[config.mk]
export PLATFORM = sky130hd
export DESIGN_NAME = load_stepped_dvfs_governor
export DESIGN_NICKNAME = d
export VERILOG_FILES = /design/src/design/lsdg_pkg.sv /design/src/design/lsdg_table.sv /design/src/design/lsdg_mod_unit.sv /design/src/design/load_stepped_dvfs_governor.sv
export SDC_FILE = /design/constraint.sdc
export NUM_CORES = 1
export LEC_CHECK = 0
export ABC_AREA = 1
export BUFFER_PORTS_ARGS = -buffer_cell sky130_fd_sc_hd__buf_4
export CAP_MARGIN = 10
export CELL_PAD_IN_SITES_DETAIL_PLACEMENT = 0
export CELL_PAD_IN_SITES_GLOBAL_PLACEMENT = 1
export CORE_MARGIN = 2
export CORE_UTILIZATION = 40
export CTS_BUF_LIST = sky130_fd_sc_hd__clkbuf_16
export DETAILED_ROUTE_END_ITERATION = 8
export PLACE_DENSITY = 0.65
export REMOVE_ABC_BUFFERS = 1
export SYNTH_ARGS = -nofsm -noshare
export SYNTH_HDL_FRONTEND = slang
export SYNTH_HIERARCHICAL = 1
export SYNTH_SLANG_ARGS = --single-unit
[constraint.sdc]
create_clock -name clk -period 8.1 [get_ports clk]
set_clock_uncertainty 0.05 [all_clocks]
set_input_delay 1.215 -clock clk [delete_from_list [all_inputs] [get_ports clk]]
set_output_delay 1.215 -clock clk [all_outputs]
set_load 0.02 [all_outputs]
[src/design/lsdg_pkg.sv]
// Shared types, constants and helpers for the load-stepped DVFS governor.
// No dependencies; the table, remainder unit and top level refer to it by scoped names.

package lsdg_pkg;

    localparam int TABLE_DEPTH = 16;
    localparam int IDX_W       = 4;
    localparam int LEN_W       = 5;
    localparam int KHZ_W       = 24;
    localparam int CNT_W       = 8;
    localparam int CFG_W       = 28;

    localparam logic [23:0] RESP_RESET   = 24'd1113600;
    localparam logic [27:0] THRESH_RESET = 28'd126821190;
    localparam logic [11:0] PUMP_RESET   = 12'd1106;

    typedef enum logic [2:0] {
        CFG_RESP    = 3'd0,
        CFG_THRESH  = 3'd1,
        CFG_PUMP    = 3'd2,
        CFG_UP_DIV  = 3'd3,
        CFG_DN_DIV  = 3'd4,
        CFG_LO_IDX  = 3'd5,
        CFG_HI_IDX  = 3'd6,
        CFG_TBL_LEN = 3'd7
    } cfg_idx_t;

    // table write port
    typedef struct packed {
        logic             en;
        logic [IDX_W-1:0] addr;
        logic [KHZ_W-1:0] data;
        logic             valid;
    } tbl_wr_t;

    // modulo unit request and response
    typedef struct packed {
        logic             start;
        logic [CNT_W-1:0] dividend;
        logic [CNT_W-1:0] divisor;
    } mod_req_t;

    typedef struct packed {
        logic done;
        logic rem_zero;
    } mod_rsp_t;

    // Clamp a pump step field to 1..6.
    function automatic logic [2:0] step_sat(input logic [2:0] s);
        logic [2:0] r;
        r = s;
        if (s == 3'd0) r = 3'd1;
        if (s == 3'd7) r = 3'd6;
        return r;
    endfunction

endpackage

[src/design/lsdg_table.sv]
// Frequency table: entry memory with a registered read port and reset-cleared valid bits.
// Depends on lsdg_pkg.

module lsdg_table (
    input  logic                          clk,
    input  logic                          rst_n,
    input  lsdg_pkg::tbl_wr_t             wr,
    input  logic [lsdg_pkg::IDX_W-1:0]    rd_addr,
    output logic [lsdg_pkg::KHZ_W-1:0]    rd_data,
    output logic [lsdg_pkg::TABLE_DEPTH-1:0] vld_bits
);

    logic [lsdg_pkg::KHZ_W-1:0]       freq_mem [lsdg_pkg::TABLE_DEPTH];
    logic [lsdg_pkg::KHZ_W-1:0]       rd_data_reg;
    logic [lsdg_pkg::TABLE_DEPTH-1:0] vld_reg;

    always_ff @(posedge clk)
    begin
        if (wr.en)
        begin
            freq_mem[wr.addr] <= wr.data;
        end
        rd_data_reg <= freq_mem[rd_addr];
    end

    always_ff @(posedge clk or negedge rst_n)
    begin
        if (!rst_n)
        begin
            vld_reg <= '0;
        end
        else if (wr.en)
        begin
            vld_reg[wr.addr] <= wr.valid;
        end
    end

    assign rd_data  = rd_data_reg;
    assign vld_bits = vld_reg;

endmodule

[src/design/lsdg_mod_unit.sv]
// Shared bit-serial remainder unit: a load step, then one restoring step per cycle for each of
// the eight dividend bits. Depends on lsdg_pkg. A divisor of zero acts as one.

module lsdg_mod_unit (
    input  logic               clk,
    input  logic               rst_n,
    input  lsdg_pkg::mod_req_t req,
    output lsdg_pkg::mod_rsp_t rsp
);

    localparam int W = lsdg_pkg::CNT_W;

    logic         busy_reg, busy_next;
    logic         done_reg, done_next;
    logic [2:0]   cnt_reg, cnt_next;
    logic [W-1:0] rem_reg, rem_next;
    logic [W-1:0] dvd_reg, dvd_next;
    logic [W-1:0] dvs_reg, dvs_next;
    logic [W:0]   shifted;

    always_comb
    begin
        busy_next = busy_reg;
        done_next = 1'b0;
        cnt_next  = cnt_reg;
        rem_next  = rem_reg;
        dvd_next  = dvd_reg;
        dvs_next  = dvs_reg;
        shifted   = {rem_reg, dvd_reg[W-1]};
        if (req.start)
        begin
            busy_next = 1'b1;
            cnt_next  = '0;
            rem_next  = '0;
            dvd_next  = req.dividend;
            dvs_next  = (req.divisor == '0) ? W'(1) : req.divisor;
        end
        else if (busy_reg)
        begin
            if (shifted >= {1'b0, dvs_reg})
            begin
                rem_next = W'(shifted - {1'b0, dvs_reg});
            end
            else
            begin
                rem_next = shifted[W-1:0];
            end
            dvd_next = {dvd_reg[W-2:0], 1'b0};
            cnt_next = cnt_reg + 3'd1;
            if (cnt_reg == 3'd7)
            begin
                busy_next = 1'b0;
                done_next = 1'b1;
            end
        end
    end

    always_ff @(posedge clk or negedge rst_n)
    begin
        if (!rst_n)
        begin
            busy_reg <= 1'b0;
            done_reg <= 1'b0;
            cnt_reg  <= '0;
        end
        else
        begin
            busy_reg <= busy_next;
            done_reg <= done_next;
            cnt_reg  <= cnt_next;
        end
    end

    always_ff @(posedge clk)
    begin
        rem_reg <= rem_next;
        dvd_reg <= dvd_next;
        dvs_reg <= dvs_next;
    end

    assign rsp.done     = done_reg;
    assign rsp.rem_zero = (rem_reg == '0);

endmodule

[src/design/load_stepped_dvfs_governor.sv]
// Load-stepped DVFS governor top level: configuration registers and the sample sequencer.
// Depends on lsdg_pkg, lsdg_table and lsdg_mod_unit.
//
// Input channel (in_valid/in_ready): op 1 writes frequency_khz and entry_valid into table
// slot entry_index and gives no result; op 0 is a load sample that gives exactly one
// result transaction on the output channel (out_valid/out_ready).
// A table write leaves in_ready high.
// A sample scans the first table_length entries, at most 16, one per cycle (a single memory
// read port); when a threshold is met it then runs the rate counter through a bit-serial
// remainder unit, and when that allows a step it reads the chosen entry. in_ready is low
// until the result is in the output register, so no new transaction is taken while a
// sample is in progress.
// The result sits in an output register: the next transaction is taken while it waits,
// and a sample that finishes while the receiver stalls holds in its last state until
// the output register frees up.
// Configuration is written through cfg_we/cfg_index/cfg_data with no wait; the user must
// write it only while the block is idle, as the block itself does not enforce this.
// Reset: registers take their default values, all table entries become invalid and
// both rate counters clear; table contents are undefined until written.

module load_stepped_dvfs_governor (
    input  logic        clk,
    input  logic        rst_n,
    input  logic        in_valid,
    output logic        in_ready,
    input  logic        op,
    input  logic [6:0]  load_percent,
    input  logic [23:0] frequency_khz,
    input  logic [3:0]  entry_index,
    input  logic        entry_valid,
    output logic        out_valid,
    input  logic        out_ready,
    output logic        target_requested,
    output logic [23:0] target_khz,
    output logic [3:0]  new_index,
    input  logic        cfg_we,
    input  logic [2:0]  cfg_index,
    input  logic [27:0] cfg_data
);

    localparam int IW = lsdg_pkg::IDX_W;
    localparam int LW = lsdg_pkg::LEN_W;
    localparam int KW = lsdg_pkg::KHZ_W;
    localparam int CW = lsdg_pkg::CNT_W;

    typedef enum logic [6:0] {
        S_IDLE   = 7'b0000001,
        S_SCAN   = 7'b0000010,
        S_DECIDE = 7'b0000100,
        S_MOD    = 7'b0001000,
        S_FETCH  = 7'b0010000,
        S_LOOKUP = 7'b0100000,
        S_DONE   = 7'b1000000
    } state_t;

    // configuration
    logic [23:0] resp_reg;
    logic [27:0] thresh_reg;
    logic [11:0] pump_reg;
    logic [7:0]  up_div_reg;
    logic [7:0]  dn_div_reg;
    logic [3:0]  lo_idx_reg;
    logic [3:0]  hi_idx_reg;
    logic [4:0]  tbl_len_reg;

    state_t state_reg, state_next;
    logic [6:0]    load_reg, load_next;
    logic [KW-1:0] freq_reg, freq_next;
    logic [IW-1:0] idx_reg, idx_next;
    logic          found_reg, found_next;
    logic [LW-1:0] rd_cnt_reg, rd_cnt_next;
    logic          pend_reg, pend_next;
    logic [IW-1:0] pend_idx_reg, pend_idx_next;
    logic          up_mode_reg, up_mode_next;
    logic [CW-1:0] up_cnt_reg, up_cnt_next;
    logic [CW-1:0] dn_cnt_reg, dn_cnt_next;
    logic          res_req_reg, res_req_next;
    logic [KW-1:0] res_khz_reg, res_khz_next;
    logic          out_valid_reg, out_valid_next;
    logic          out_req_reg, out_req_next;
    logic [KW-1:0] out_khz_reg, out_khz_next;
    logic [IW-1:0] out_idx_reg, out_idx_next;

    lsdg_pkg::tbl_wr_t  tbl_wr;
    lsdg_pkg::mod_req_t mod_req;
    lsdg_pkg::mod_rsp_t mod_rsp;
    logic [IW-1:0]                    rd_addr;
    logic [KW-1:0]                    rd_data;
    logic [lsdg_pkg::TABLE_DEPTH-1:0] vld_bits;

    logic          accept;
    logic [LW-1:0] used_len;
    logic          low_mode;
    logic [6:0]    raise_th, lower_th;
    logic [2:0]    up_step, dn_step;
    logic [CW-1:0] up_div, dn_div;
    logic          up_hit, dn_hit;
    logic          issue;
    logic [IW:0]   up_sum;
    logic [IW-1:0] dn_gap;
    logic          entry_hit;

    lsdg_table u_table (
        .clk      (clk),
        .rst_n    (rst_n),
        .wr       (tbl_wr),
        .rd_addr  (rd_addr),
        .rd_data  (rd_data),
        .vld_bits (vld_bits)
    );

    lsdg_mod_unit u_mod (
        .clk   (clk),
        .rst_n (rst_n),
        .req   (mod_req),
        .rsp   (mod_rsp)
    );

    always_ff @(posedge clk or negedge rst_n)
    begin
        if (!rst_n)
        begin
            resp_reg    <= lsdg_pkg::RESP_RESET;
            thresh_reg  <= lsdg_pkg::THRESH_RESET;
            pump_reg    <= lsdg_pkg::PUMP_RESET;
            up_div_reg  <= 8'd1;
            dn_div_reg  <= 8'd1;
            lo_idx_reg  <= 4'd0;
            hi_idx_reg  <= 4'd15;
            tbl_len_reg <= 5'd16;
        end
        else if (cfg_we)
        begin
            case (lsdg_pkg::cfg_idx_t'(cfg_index))
                lsdg_pkg::CFG_RESP:    resp_reg    <= cfg_data[23:0];
                lsdg_pkg::CFG_THRESH:  thresh_reg  <= cfg_data;
                lsdg_pkg::CFG_PUMP:    pump_reg    <= cfg_data[11:0];
                lsdg_pkg::CFG_UP_DIV:  up_div_reg  <= cfg_data[7:0];
                lsdg_pkg::CFG_DN_DIV:  dn_div_reg  <= cfg_data[7:0];
                lsdg_pkg::CFG_LO_IDX:  lo_idx_reg  <= cfg_data[3:0];
                lsdg_pkg::CFG_HI_IDX:  hi_idx_reg  <= cfg_data[3:0];
                lsdg_pkg::CFG_TBL_LEN: tbl_len_reg <= cfg_data[4:0];
                default: ;
            endcase
        end
    end

    assign in_ready = (state_reg == S_IDLE);
    assign accept   = in_valid && in_ready;

    assign tbl_wr.en    = accept && op;
    assign tbl_wr.addr  = entry_index;
    assign tbl_wr.data  = frequency_khz;
    assign tbl_wr.valid = entry_valid;

    assign rd_addr = (state_reg == S_SCAN) ? rd_cnt_reg[IW-1:0] : idx_reg;

    assign used_len = (tbl_len_reg > LW'(lsdg_pkg::TABLE_DEPTH))
                    ? LW'(lsdg_pkg::TABLE_DEPTH) : tbl_len_reg;
    assign low_mode = (freq_reg < resp_reg);
    assign raise_th = low_mode ? thresh_reg[20:14] : thresh_reg[6:0];
    assign lower_th = low_mode ? thresh_reg[27:21] : thresh_reg[13:7];
    assign up_step  = lsdg_pkg::step_sat(low_mode ? pump_reg[5:3]  : pump_reg[2:0]);
    assign dn_step  = lsdg_pkg::step_sat(low_mode ? pump_reg[11:9] : pump_reg[8:6]);
    assign up_div   = (up_div_reg == '0) ? CW'(1) : up_div_reg;
    assign dn_div   = (dn_div_reg == '0) ? CW'(1) : dn_div_reg;
    assign up_hit   = (load_reg >= raise_th) && (idx_reg < hi_idx_reg);
    assign dn_hit   = (load_reg < lower_th) && (idx_reg > lo_idx_reg);
    assign issue    = (rd_cnt_reg < used_len);
    assign up_sum   = {1'b0, idx_reg} + {2'b00, up_step};
    assign dn_gap   = idx_reg - lo_idx_reg;
    assign entry_hit = ({1'b0, idx_reg} < used_len) && vld_bits[idx_reg];

    assign mod_req.start    = (state_reg == S_DECIDE) && (up_hit || dn_hit);
    assign mod_req.dividend = up_hit ? up_cnt_reg : dn_cnt_reg;
    assign mod_req.divisor  = up_hit ? up_div_reg : dn_div_reg;

    always_comb
    begin
        state_next     = state_reg;
        load_next      = load_reg;
        freq_next      = freq_reg;
        idx_next       = idx_reg;
        found_next     = found_reg;
        rd_cnt_next    = rd_cnt_reg;
        pend_next      = pend_reg;
        pend_idx_next  = pend_idx_reg;
        up_mode_next   = up_mode_reg;
        up_cnt_next    = up_cnt_reg;
        dn_cnt_next    = dn_cnt_reg;
        res_req_next   = res_req_reg;
        res_khz_next   = res_khz_reg;
        out_valid_next = out_valid_reg;
        out_req_next   = out_req_reg;
        out_khz_next   = out_khz_reg;
        out_idx_next   = out_idx_reg;

        if (out_valid_reg && out_ready)
        begin
            out_valid_next = 1'b0;
        end

        case (state_reg)
            S_IDLE:
            begin
                if (accept && !op)
                begin
                    load_next   = load_percent;
                    freq_next   = frequency_khz;
                    idx_next    = '0;
                    found_next  = 1'b0;
                    rd_cnt_next = '0;
                    pend_next   = 1'b0;
                    state_next  = S_SCAN;
                end
            end
            S_SCAN:
            begin
                // compare the entry read last cycle, keep the first match
                if (pend_reg && !found_reg && vld_bits[pend_idx_reg]
                    && (rd_data == freq_reg))
                begin
                    found_next = 1'b1;
                    idx_next   = pend_idx_reg;
                end
                pend_next     = issue;
                pend_idx_next = rd_cnt_reg[IW-1:0];
                if (issue)
                begin
                    rd_cnt_next = rd_cnt_reg + LW'(1);
                end
                else if (!pend_reg)
                begin
                    state_next = S_DECIDE;
                end
            end
            S_DECIDE:
            begin
                up_mode_next = up_hit;
                if (!up_hit && !dn_hit)
                begin
                    up_cnt_next  = CW'(1);
                    dn_cnt_next  = CW'(1);
                    res_req_next = 1'b0;
                    res_khz_next = '0;
                    state_next   = S_DONE;
                end
                else
                begin
                    state_next = S_MOD;
                end
            end
            S_MOD:
            begin
                if (mod_rsp.done)
                begin
                    if (mod_rsp.rem_zero)
                    begin
                        up_cnt_next = CW'(1);
                        dn_cnt_next = CW'(1);
                        if (up_mode_reg)
                        begin
                            idx_next = (up_sum <= {1'b0, hi_idx_reg})
                                     ? up_sum[IW-1:0] : hi_idx_reg;
                        end
                        else
                        begin
                            idx_next = (dn_gap >= {1'b0, dn_step})
                                     ? idx_reg - {1'b0, dn_step} : lo_idx_reg;
                        end
                        state_next = S_FETCH;
                    end
                    else
                    begin
                        // pace the step: advance the counter or wrap it to one
                        if (up_mode_reg)
                        begin
                            up_cnt_next = (up_cnt_reg < up_div) ? up_cnt_reg + CW'(1) : CW'(1);
                        end
                        else
                        begin
                            dn_cnt_next = (dn_cnt_reg < dn_div) ? dn_cnt_reg + CW'(1) : CW'(1);
                        end
                        res_req_next = 1'b0;
                        res_khz_next = '0;
                        state_next   = S_DONE;
                    end
                end
            end
            S_FETCH:
            begin
                state_next = S_LOOKUP;
            end
            S_LOOKUP:
            begin
                res_req_next = entry_hit;
                res_khz_next = entry_hit ? rd_data : '0;
                state_next   = S_DONE;
            end
            S_DONE:
            begin
                // hold until the output register is free
                if (!out_valid_reg || out_ready)
                begin
                    out_valid_next = 1'b1;
                    out_req_next   = res_req_reg;
                    out_khz_next   = res_khz_reg;
                    out_idx_next   = idx_reg;
                    state_next     = S_IDLE;
                end
            end
            default:
            begin
                state_next = S_IDLE;
            end
        endcase
    end

    always_ff @(posedge clk or negedge rst_n)
    begin
        if (!rst_n)
        begin
            state_reg     <= S_IDLE;
            found_reg     <= 1'b0;
            rd_cnt_reg    <= '0;
            pend_reg      <= 1'b0;
            up_mode_reg   <= 1'b0;
            up_cnt_reg    <= '0;
            dn_cnt_reg    <= '0;
            out_valid_reg <= 1'b0;
        end
        else
        begin
            state_reg     <= state_next;
            found_reg     <= found_next;
            rd_cnt_reg    <= rd_cnt_next;
            pend_reg      <= pend_next;
            up_mode_reg   <= up_mode_next;
            up_cnt_reg    <= up_cnt_next;
            dn_cnt_reg    <= dn_cnt_next;
            out_valid_reg <= out_valid_next;
        end
    end

    always_ff @(posedge clk)
    begin
        load_reg     <= load_next;
        freq_reg     <= freq_next;
        idx_reg      <= idx_next;
        pend_idx_reg <= pend_idx_next;
        res_req_reg  <= res_req_next;
        res_khz_reg  <= res_khz_next;
        out_req_reg  <= out_req_next;
        out_khz_reg  <= out_khz_next;
        out_idx_reg  <= out_idx_next;
    end

    assign out_valid        = out_valid_reg;
    assign target_requested = out_req_reg;
    assign target_khz       = out_khz_reg;
    assign new_index        = out_idx_reg;

endmodule

==> metrics list, run 1 <==
- Number of vias after detailed routing: between 20,000 and 25,000
* Share of the yosys chip area belonging to registers: between 60 and 70%
- Buffers inserted during clock tree synthesis total between 70 and 80.
- Antenna viol nets, final: 0
- Based on the critical path, the design can be clocked at up to between 150 and 200 MHz.
* Setup-violating endpoint count in the final report: 0
- The count of cells in the finished layout, fillers not included, comes to roughly 4,400.
* Instance count of the mapped netlist: roughly 3,200
- Post-CTS Setup Bufs: 0
- Pin count of the biggest net entering global routing: a little under 200
* Library cell occupying the most area in the post-synthesis netlist: edfxtp_1
* Kind of end point of the critical path: flop
- The clock reaches the later pin of the worst-skew pair after approximately 620 ps.
- Highest ir drop seen on vdd: 282 µV
- Adding up every negative setup slack in the final design gives 0 ps.
- Dividing the final minimum period by the clock period gives between 70% and 80%.
* Area of the mapped netlist: between 30,000 and 40,000 µm²
* CP Data Required Time: between 8000 and 9000 ps
- In this run, post-CTS hold repair placed 0 buffers.
- Std-Cell Rows: 102
* Clock tree root buffer cell: clkbuf_16
- After synthesis the netlist holds a flip-flop and latch count of 671.
* Type of the worst min-delay path: flop to flop
* Pwr/cell area: around 320 nW/µm²
- Setup slack after placement: approximately 2000 ps
- Dominant register cell in the synthesized netlist: edfxtp_1
* CP Launch Type: flop
* Half-perimeter wire length after detailed placement: 53.9 mm
- The post-route netlist has around a tenth of its cells at a drive strength greater than 1.
- Unrepaired setup endpoints after global routing: false
- In this run the number of H-tree levels came out at 3.
- Sw Share: between 30% and 40%
- Global-route wire length before repair: 131 mm
- Relative to the synthesized area, the layout overhead comes to 13.5%.
- Routed wire per std cell: ~20 µm
* Worst slew margin relative to its limit: about 29%
- At the end of the flow, the number of nets in the layout was roughly 3,400.
* Die footprint: ~80,000 µm²
- The worst setup path is of the flop to flop kind.
* Overall overflow remaining after global route: 0
- Number of synthesized flops with an enable pin: 493
- Maxcap violations: 0
- In this run, the combinational gates consume approximately a third of the power.
- The final count of hold timing violations is 0.
- Horizontal extent of the die: roughly 280 µm
- After synthesis, the netlist uses 62 different library cells.
* Synth top area cells: edfxtp_1 (48%), nand2_1 (10%), dfrtp_1 (9.0%), inv_1 (6.4%), nand3_1 (5.5%)
* Max Buffers Root-to-Sink: 3
- Number of buffers inserted by port buffering: 103
* Synth cell count leaders: nand2_1 (860), inv_1 (533), edfxtp_1 (493), nand3_1 (342), o21ai_0 (156)
* Result of the run: complete, no violations
- Clock period minus worst slack: a little over 6000 ps
* Number of synthesis warnings: 6
- For this run, design rule violations remaining after detail routing come to 0.
* Internal power: between 7000 and 8000 µW
- Pin placement for this block handled approximately 100 I/O pins.
- Initial drt markers: between 1,500 and 2,000
- Maximum fanout count along the critical path: 33
- For this run, asynchronously set or reset flops after synthesis account for a little over a fifth.
* Leakage power of the design: roughly 0.016 µW
* Initial antenna violation count: 11
* Setup slack of the critical path after layout: 2030 ps
* Number of fill cells in the layout: around 7,200
- Count of instances resized after the clock tree is built: 0
- Switching power summed over all nets: ~4200 µW
- TritonCTS built the clock tree.
- Including well taps, the total number of placed cells is roughly 4,200.
- Share of the synthesized area in the top cell type: 47.6%
- The register with the most flip-flops in the layout has 384 of them.
- Per report_power, the sequential group accounts for 37.8% of the total.
- Vias in the first global route: approximately 21,000
- Worst Tran Pin Value: approximately 1100 ps
* Number of slew-limit violations in the final report: 0
- At the worst endpoint, the arrival time is between 6000 and 7000 ps.
- Number of detailed-routing iterations run before antenna repair: 5
* Total Routing Usage GR: approximately 22%
* Floorplan Core Area: about 77,000 µm²
- Detailed-route vias per instance: around 5.0
- Sinks on Clock Net: 671
- Once the floorplan was initialized, standard cells occupied around two fifths of the core.
- After synthesis, the mean cell area works out to around 9.8 µm².
* Vert. Die Dim: 283 µm
* Aggregate routed wire length: just under 90 mm
- Routability-driven placement congestion ratio: just under 0.9
* Share of total power in the clock network: 28.8%
- Yosys instantiated no cell more often than nand2_1.
* Clock transition at the register clock pins on the worst setup and hold paths after CTS: around 60 ps
routing by layer:
metal | routed length (µm) | GRT usage (%)
met1 | 38200 | 29.6
met3 | 4750 | 3.47
met4 | 2810 | 7.92
met5 | 43 | 0
met2 | 41000 | 36.5
cells in the final DEF, fill, tap and decap left out, types with 9 or more instances in the layout:
| master | count |
|---|---|
| a21oi_1 | 65 |
| dfstp_2 | 34 |
| buf_4 | 131 |
| nor3_1 | 21 |
| nor2_4 | 9 |
| o21ai_0 | 154 |
| clkinv_1 | 20 |
| ha_1 | 90 |
| nand3_1 | 342 |
| dfrtp_1 | 112 |
| nand4_1 | 28 |
| nand2_1 | 859 |
| edfxtp_1 | 493 |
| dfxtp_1 | 32 |
| xor2_1 | 18 |
| inv_1 | 551 |
| mux2i_1 | 16 |
| clkbuf_16 | 76 |
| inv_2 | 9 |
| clkinv_2 | 15 |
| nor2_1 | 137 |
| nor4_1 | 11 |
worst max-delay path, cell delays in order, from the launching register on:
cell and delay, ps:
dfstp_2 530, inv_1 40, ha_1 290, a21oi_1 160, nand2_1 110, nand2_1 80, nand3_1 70, nor2_1 180
nand2_2 430, mux2i_1 300, ha_1 290, a21oi_1 150, o21ai_0 90, nand4_1 70, o2111ai_1 240, nand2_1 710
nand2_1 140, nand2_1 360, inv_1 430, nor2_1 650, inv_1 340
cell families after synthesis:
| family | Yosys count | synth area share [%] |
|---|---|---|
| and+or+nand+nor | 1454 | 20.2 |
| xor gates and xnor gates | 24 | 0.676 |
| AOI/OAI and AO/OA | 260 | 4.56 |
| adders and majority gates | 94 | 3.88 |
| buffers and inverters | 661 | 8.41 |
| muxes | 24 | 0.804 |
| DFF | 671 | 61.5 |
power groups by stage:
| stage | registers [µW] | clock network (µW) | logic, µW |
|---|---|---|---|
| after global routing | 4310 | 3470 | 4290 |
| final | 4270 | 3260 | 3790 |
| after global placement | 4340 | 0 | 3750 |
| after detailed placement | 4340 | 0 | 3790 |
| after floorplan | 4230 | 0 | 2760 |
| after CTS | 4280 | 3330 | 3810 |
through the flow:
step / total power (µW) / hold WS [ps] / util (%) / area, µm²
4_1_cts: 11400 / 365 / 45.7 / 35300
3_3_place_gp: 8080 / 352 / 42.7 / 33000
2_1_floorplan: 6990 / 350 / - / 30500
6_report: 11300 / 367 / 45.7 / 35300
3_5_place_dp: 8140 / 356 / 42.7 / 33000
5_1_grt: 12100 / 378 / 45.7 / 35300
area by class of cell:
class	count	area [µm²]	area share, %
inverter	543	2040	5.78
timing repair buffer	135	1040	2.95
sequential	671	19100	54.2
antenna	1	2.50	0.00708
clock inverter	62	433	1.23
tap	1040	1300	3.68
multi-input combinational	1856	9460	26.8
clock buffer	76	1900	5.38
final timing paths:
path | from | end | slack (ps) | cells past startpoint
worst min-delay path | res_khz_reg[2] | target_khz[2] | 370 | 0
max in group asynchronous | rst_n | up_div_reg[4] | 5980 | 2
worst max-delay path | resp_reg[15] | u_mod/dvd_reg[7] | 2030 | 20
min in group asynchronous | rst_n | thresh_reg[11] | 630 | 1
worst min register to register | res_khz_reg[2] | target_khz[2] | 370 | 0
worst max register to register | resp_reg[15] | u_mod/dvd_reg[7] | 2030 | 20
Power figures use the tool's default switching activity.
==> inputs of run 2 (changes only) <==
ABC_AREA = 0   (was 1)
PLACE_DENSITY = 0.63   (was 0.65)
clock period = 5.5 ns   (was 8.1 ns; I/O delays follow)
==> metrics list, run 2 <==
- The detailed-router iteration count before antenna repair came to 5 (unchanged).
* Most common library cell in the layout ignoring fill and taps: edfxtp_1
* Number of synthesized flops with an enable pin: 493 (unchanged)
- Routed wire per std cell: 24.8 µm (+25%)
- The count of different cell masters after synthesis is 85 (+37%).
- Initial antenna violation count: 7 (-4)
- Maximum fanout count along the critical path: 5 (-85%)
* Setup slack of the critical path after layout: 237 ps (-1790 ps)
- The final count of negative-setup-slack endpoints is 0 (unchanged).
- Sinks on Clock Net: 671 (unchanged)
- The multi-input gate area in the final layout is 8850 µm² (-6.5%).
* Highest ir drop seen on vdd: 505 µV (+79%)
* Die footprint: 73,100 µm² (-8.6%)
* Nets@finish: 2,062 (-40%)
- The average instance area after synthesis was 16.2 µm² (+66%).
* Share of the yosys chip area belonging to registers: 67.4% (+5.9 points)
* Number of flip-flops in the largest register: 384 (unchanged)
- The via count of the first global-routing pass is 16,300 (-23%).
* Total power consumption of the routed design: 15,600 µW (+38%)
* Path type of the worst setup path: flop to flop
- The portion of the clock cycle consumed by the worst path in the final layout was 95.7% (+21 points).
- Worst Tran Pin Value: 1180 ps (+106 ps)
- The wire length of the first global-routing pass was 106 mm (-19%).
- Insertion delay to the later sink of the worst-skew pair: 620 ps (about the same)
* Number of vias after detailed routing: 15,800 (-28%)
* Clock tree from TritonCTS: built
- The largest buffer count on any clock path was 3 (unchanged).
- In this run the clock root is driven by a clkbuf_16.
- Routability-driven placement congestion ratio: 0.799 (-9.2%)
* Aggregate routed wire length: 71.7 mm (-17%)
- Kind of end point of the critical path: flop
* Overall overflow remaining after global route: 0 (unchanged)
- Maximum clock frequency: 190 MHz (+15%)
- Detailed-route vias per instance: 5.46 (+9.4%)
* Area occupied by registers: 19,100 µm² (unchanged)
- The flow ran to the end, and the final reports show no timing, DRC or antenna violations.
- Horizontal extent of the die: 270 µm (-4.4%)
* Number of synthesis warnings: 6 (unchanged)
* Level count of the clock H-tree: 3 (unchanged)
* Worst slew margin relative to its limit: 21.5% (-7.0 points)
- Clock transition at the register clock pins on the worst setup and hold paths after CTS: 60 ps (about the same)
- The number of hold-repair buffers added at the cts stage is 0 (unchanged).
- The count of state elements after synthesis came to 671 (unchanged).
- The count of mapped cells out of synthesis was 1,754 (-45%).
- Setup slack after placement: 198 ps (-1860 ps)
* CP Launch Type: flop
* Most frequently used cell type in the post-synthesis netlist: edfxtp_1
* Type of the worst min-delay path: input port to async pin
- Synth top area cells: edfxtp_1 (52%), dfrtp_1 (9.9%), mux4_2 (8.3%), ha_1 (4.0%), mux2_2 (3.5%)
- The number of antenna cells inserted came to 0 (-1).
* Dominant register cell in the synthesized netlist: edfxtp_1
* Most frequent cells in the layout: edfxtp_1 (493), buf_4 (132), dfrtp_1 (112)
- The biggest area contributor in the post-synthesis netlist is edfxtp_1.
* Half-perimeter wire length after detailed placement: 45.6 mm (-16%)
- Pin count of the biggest net entering global routing: 103 (-47%)
* Std-Cell Rows: 97 (-4.9%)
- The violation count after the first detailed-route iteration was 1,395 (-19%).
- Antenna viol nets, final: 0 (unchanged)
- The worst-case hold slack was 210 ps (-156 ps).
* Area of the mapped netlist: 28,400 µm² (-8.7%)
* Floorplan Core Area: 70,100 µm² (-9.1%)
- Fin. Hold Viols: 0 (unchanged)
- Leakage power of the design: 0.0120 µW (-24%)
- The total power density per cell area was 476 nW/µm² (+48%).
- The post-detailed-route DRC marker count is 0 (unchanged).
- The floorplan die height was 270 µm (-4.4%).
- Compared with the post-synthesis result, the final layout area differs by 15.5%.
* Number of fill cells in the layout: 6,126 (-15%)
* Synth cell count leaders: edfxtp_1 (493), dfrtp_1 (112), nand2_1 (110), mux4_2 (105), ha_1 (90)
* Worst path arrival time: 5570 ps (-750 ps)
- The aggregate global-route resource usage is 19.7% (-2.4 points).
- The total clock buffers created by CTS is 73 (-2.7%).
- Initial core utilization: 40.5% (+0.18 points)
- The critical path data required time was 5810 ps (-2540 ps).
* Number of slew-limit violations in the final report: 0 (unchanged)
* Clock period minus worst slack: 5260 ps (-809 ps)
- Share of flip-flops with an asynchronous set or reset after synthesis: 21.8% (unchanged)
- The top cell type's share of synthesized area was 52.1% (+4.6 points).
- Number of ports placed on the die boundary: 104 (unchanged)
- Layout cell share with drive strength beyond 1: 26.5% (+16 points)
- The max-capacitance violation count came to 0 (unchanged).
- Number of buffers inserted by port buffering: 103 (unchanged)
-- run 2: metal layers --
metal	GRT usage [%]	vias up	routed length, µm
met2	31.4	416	33800
met3	3.34	98	3720
met5	0	-	13
met4	4.68	2	1440
met1	28.2	8236	32800
li1	-	7044	-
-- run 2: final cells by class --
type,instances,area share [%]
Clock buffer,75,5.72
Clock inverter,60,1.33
Inverter,75,0.858
Multi-Input combinational cell,939,27.0
Sequential cell,671,58.4
Tap cell,940,3.59
Timing Repair Buffer,135,3.18
-- run 2: where the power goes --
| part | internal (µW) | switching [µW] | total [µW] |
|---|---|---|---|
| Sequential | 6020 | 516 | 6540 |
| Combinational | 2010 | 2370 | 4390 |
| Clock | 2640 | 2030 | 4680 |
| Total | 10700 | 4920 | 15600 |
-- run 2: kinds of logic after synthesis --
| family | count (synthesis) | synth area share (%) |
|---|---|---|
| adders and majority gates | 95 | 4.29 |
| xor gates and xnor gates | 37 | 1.14 |
| muxes | 236 | 13.4 |
| AOI/OAI and AO/OA | 246 | 5.75 |
| DFF | 671 | 67.4 |
| and+or+nand+nor | 325 | 5.87 |
| buffers and inverters | 144 | 2.13 |
-- run 2: worst paths after layout --
check / start / to / slack [ps] / depth (start not counted)
max: resp_reg[20] / idx_reg[0] / 240 / 21
min: rst_n / u_mod/cnt_reg[2] / 210 / 1
max reg2reg: resp_reg[20] / idx_reg[0] / 240 / 21
min reg2reg: res_khz_reg[18] / target_khz[18] / 370 / 0
max in group asynchronous: rst_n / rd_cnt_reg[3] / 3880 / 2
min in group clk: load_percent[2] / load_reg[2] / 340 / 1
-- run 2: worst max-delay path, cell delays in order (launching register included) --
cell	delay [ps]
dfstp_2	510
inv_1	40
ha_1	270
nand4_1	120
or4_1	560
a31o_1	230
a41oi_4	240
nor2_4	80
mux2_1	370
o21ai_1	90
a21boi_1	180
ha_1	210
fa_1	460
ha_1	300
nor2b_1	130
o21a_1	160
o21a_1	160
o21ai_0	200
o21ai_2	150
mux2i_1	170
mux2i_1	100
a22o_1	210
-- run 2: repair_timing --
| action | in CTS | in global routing |
|---|---|---|
| endpoints found under the hold margin | 0 | 0 |
| setup buffers | 0 | 0 |
| resized for setup | 0 | 3 |
| endpoints found under the setup margin | 0 | 4 |
-- run 2: stage by stage --
step / instances / utilization, % / instance area (µm²) / setup TNS, ps
final: 2895 / 46.8 / 32800 / 0
after global routing: 2895 / 46.8 / 32800 / -30.5
after CTS: 2895 / 46.7 / 32800 / 0
after detailed placement: 2760 / 43.5 / 30500 / 0
after global placement: 2760 / 43.5 / 30500 / 0
after floorplan: 1685 / - / 28100 / -215740
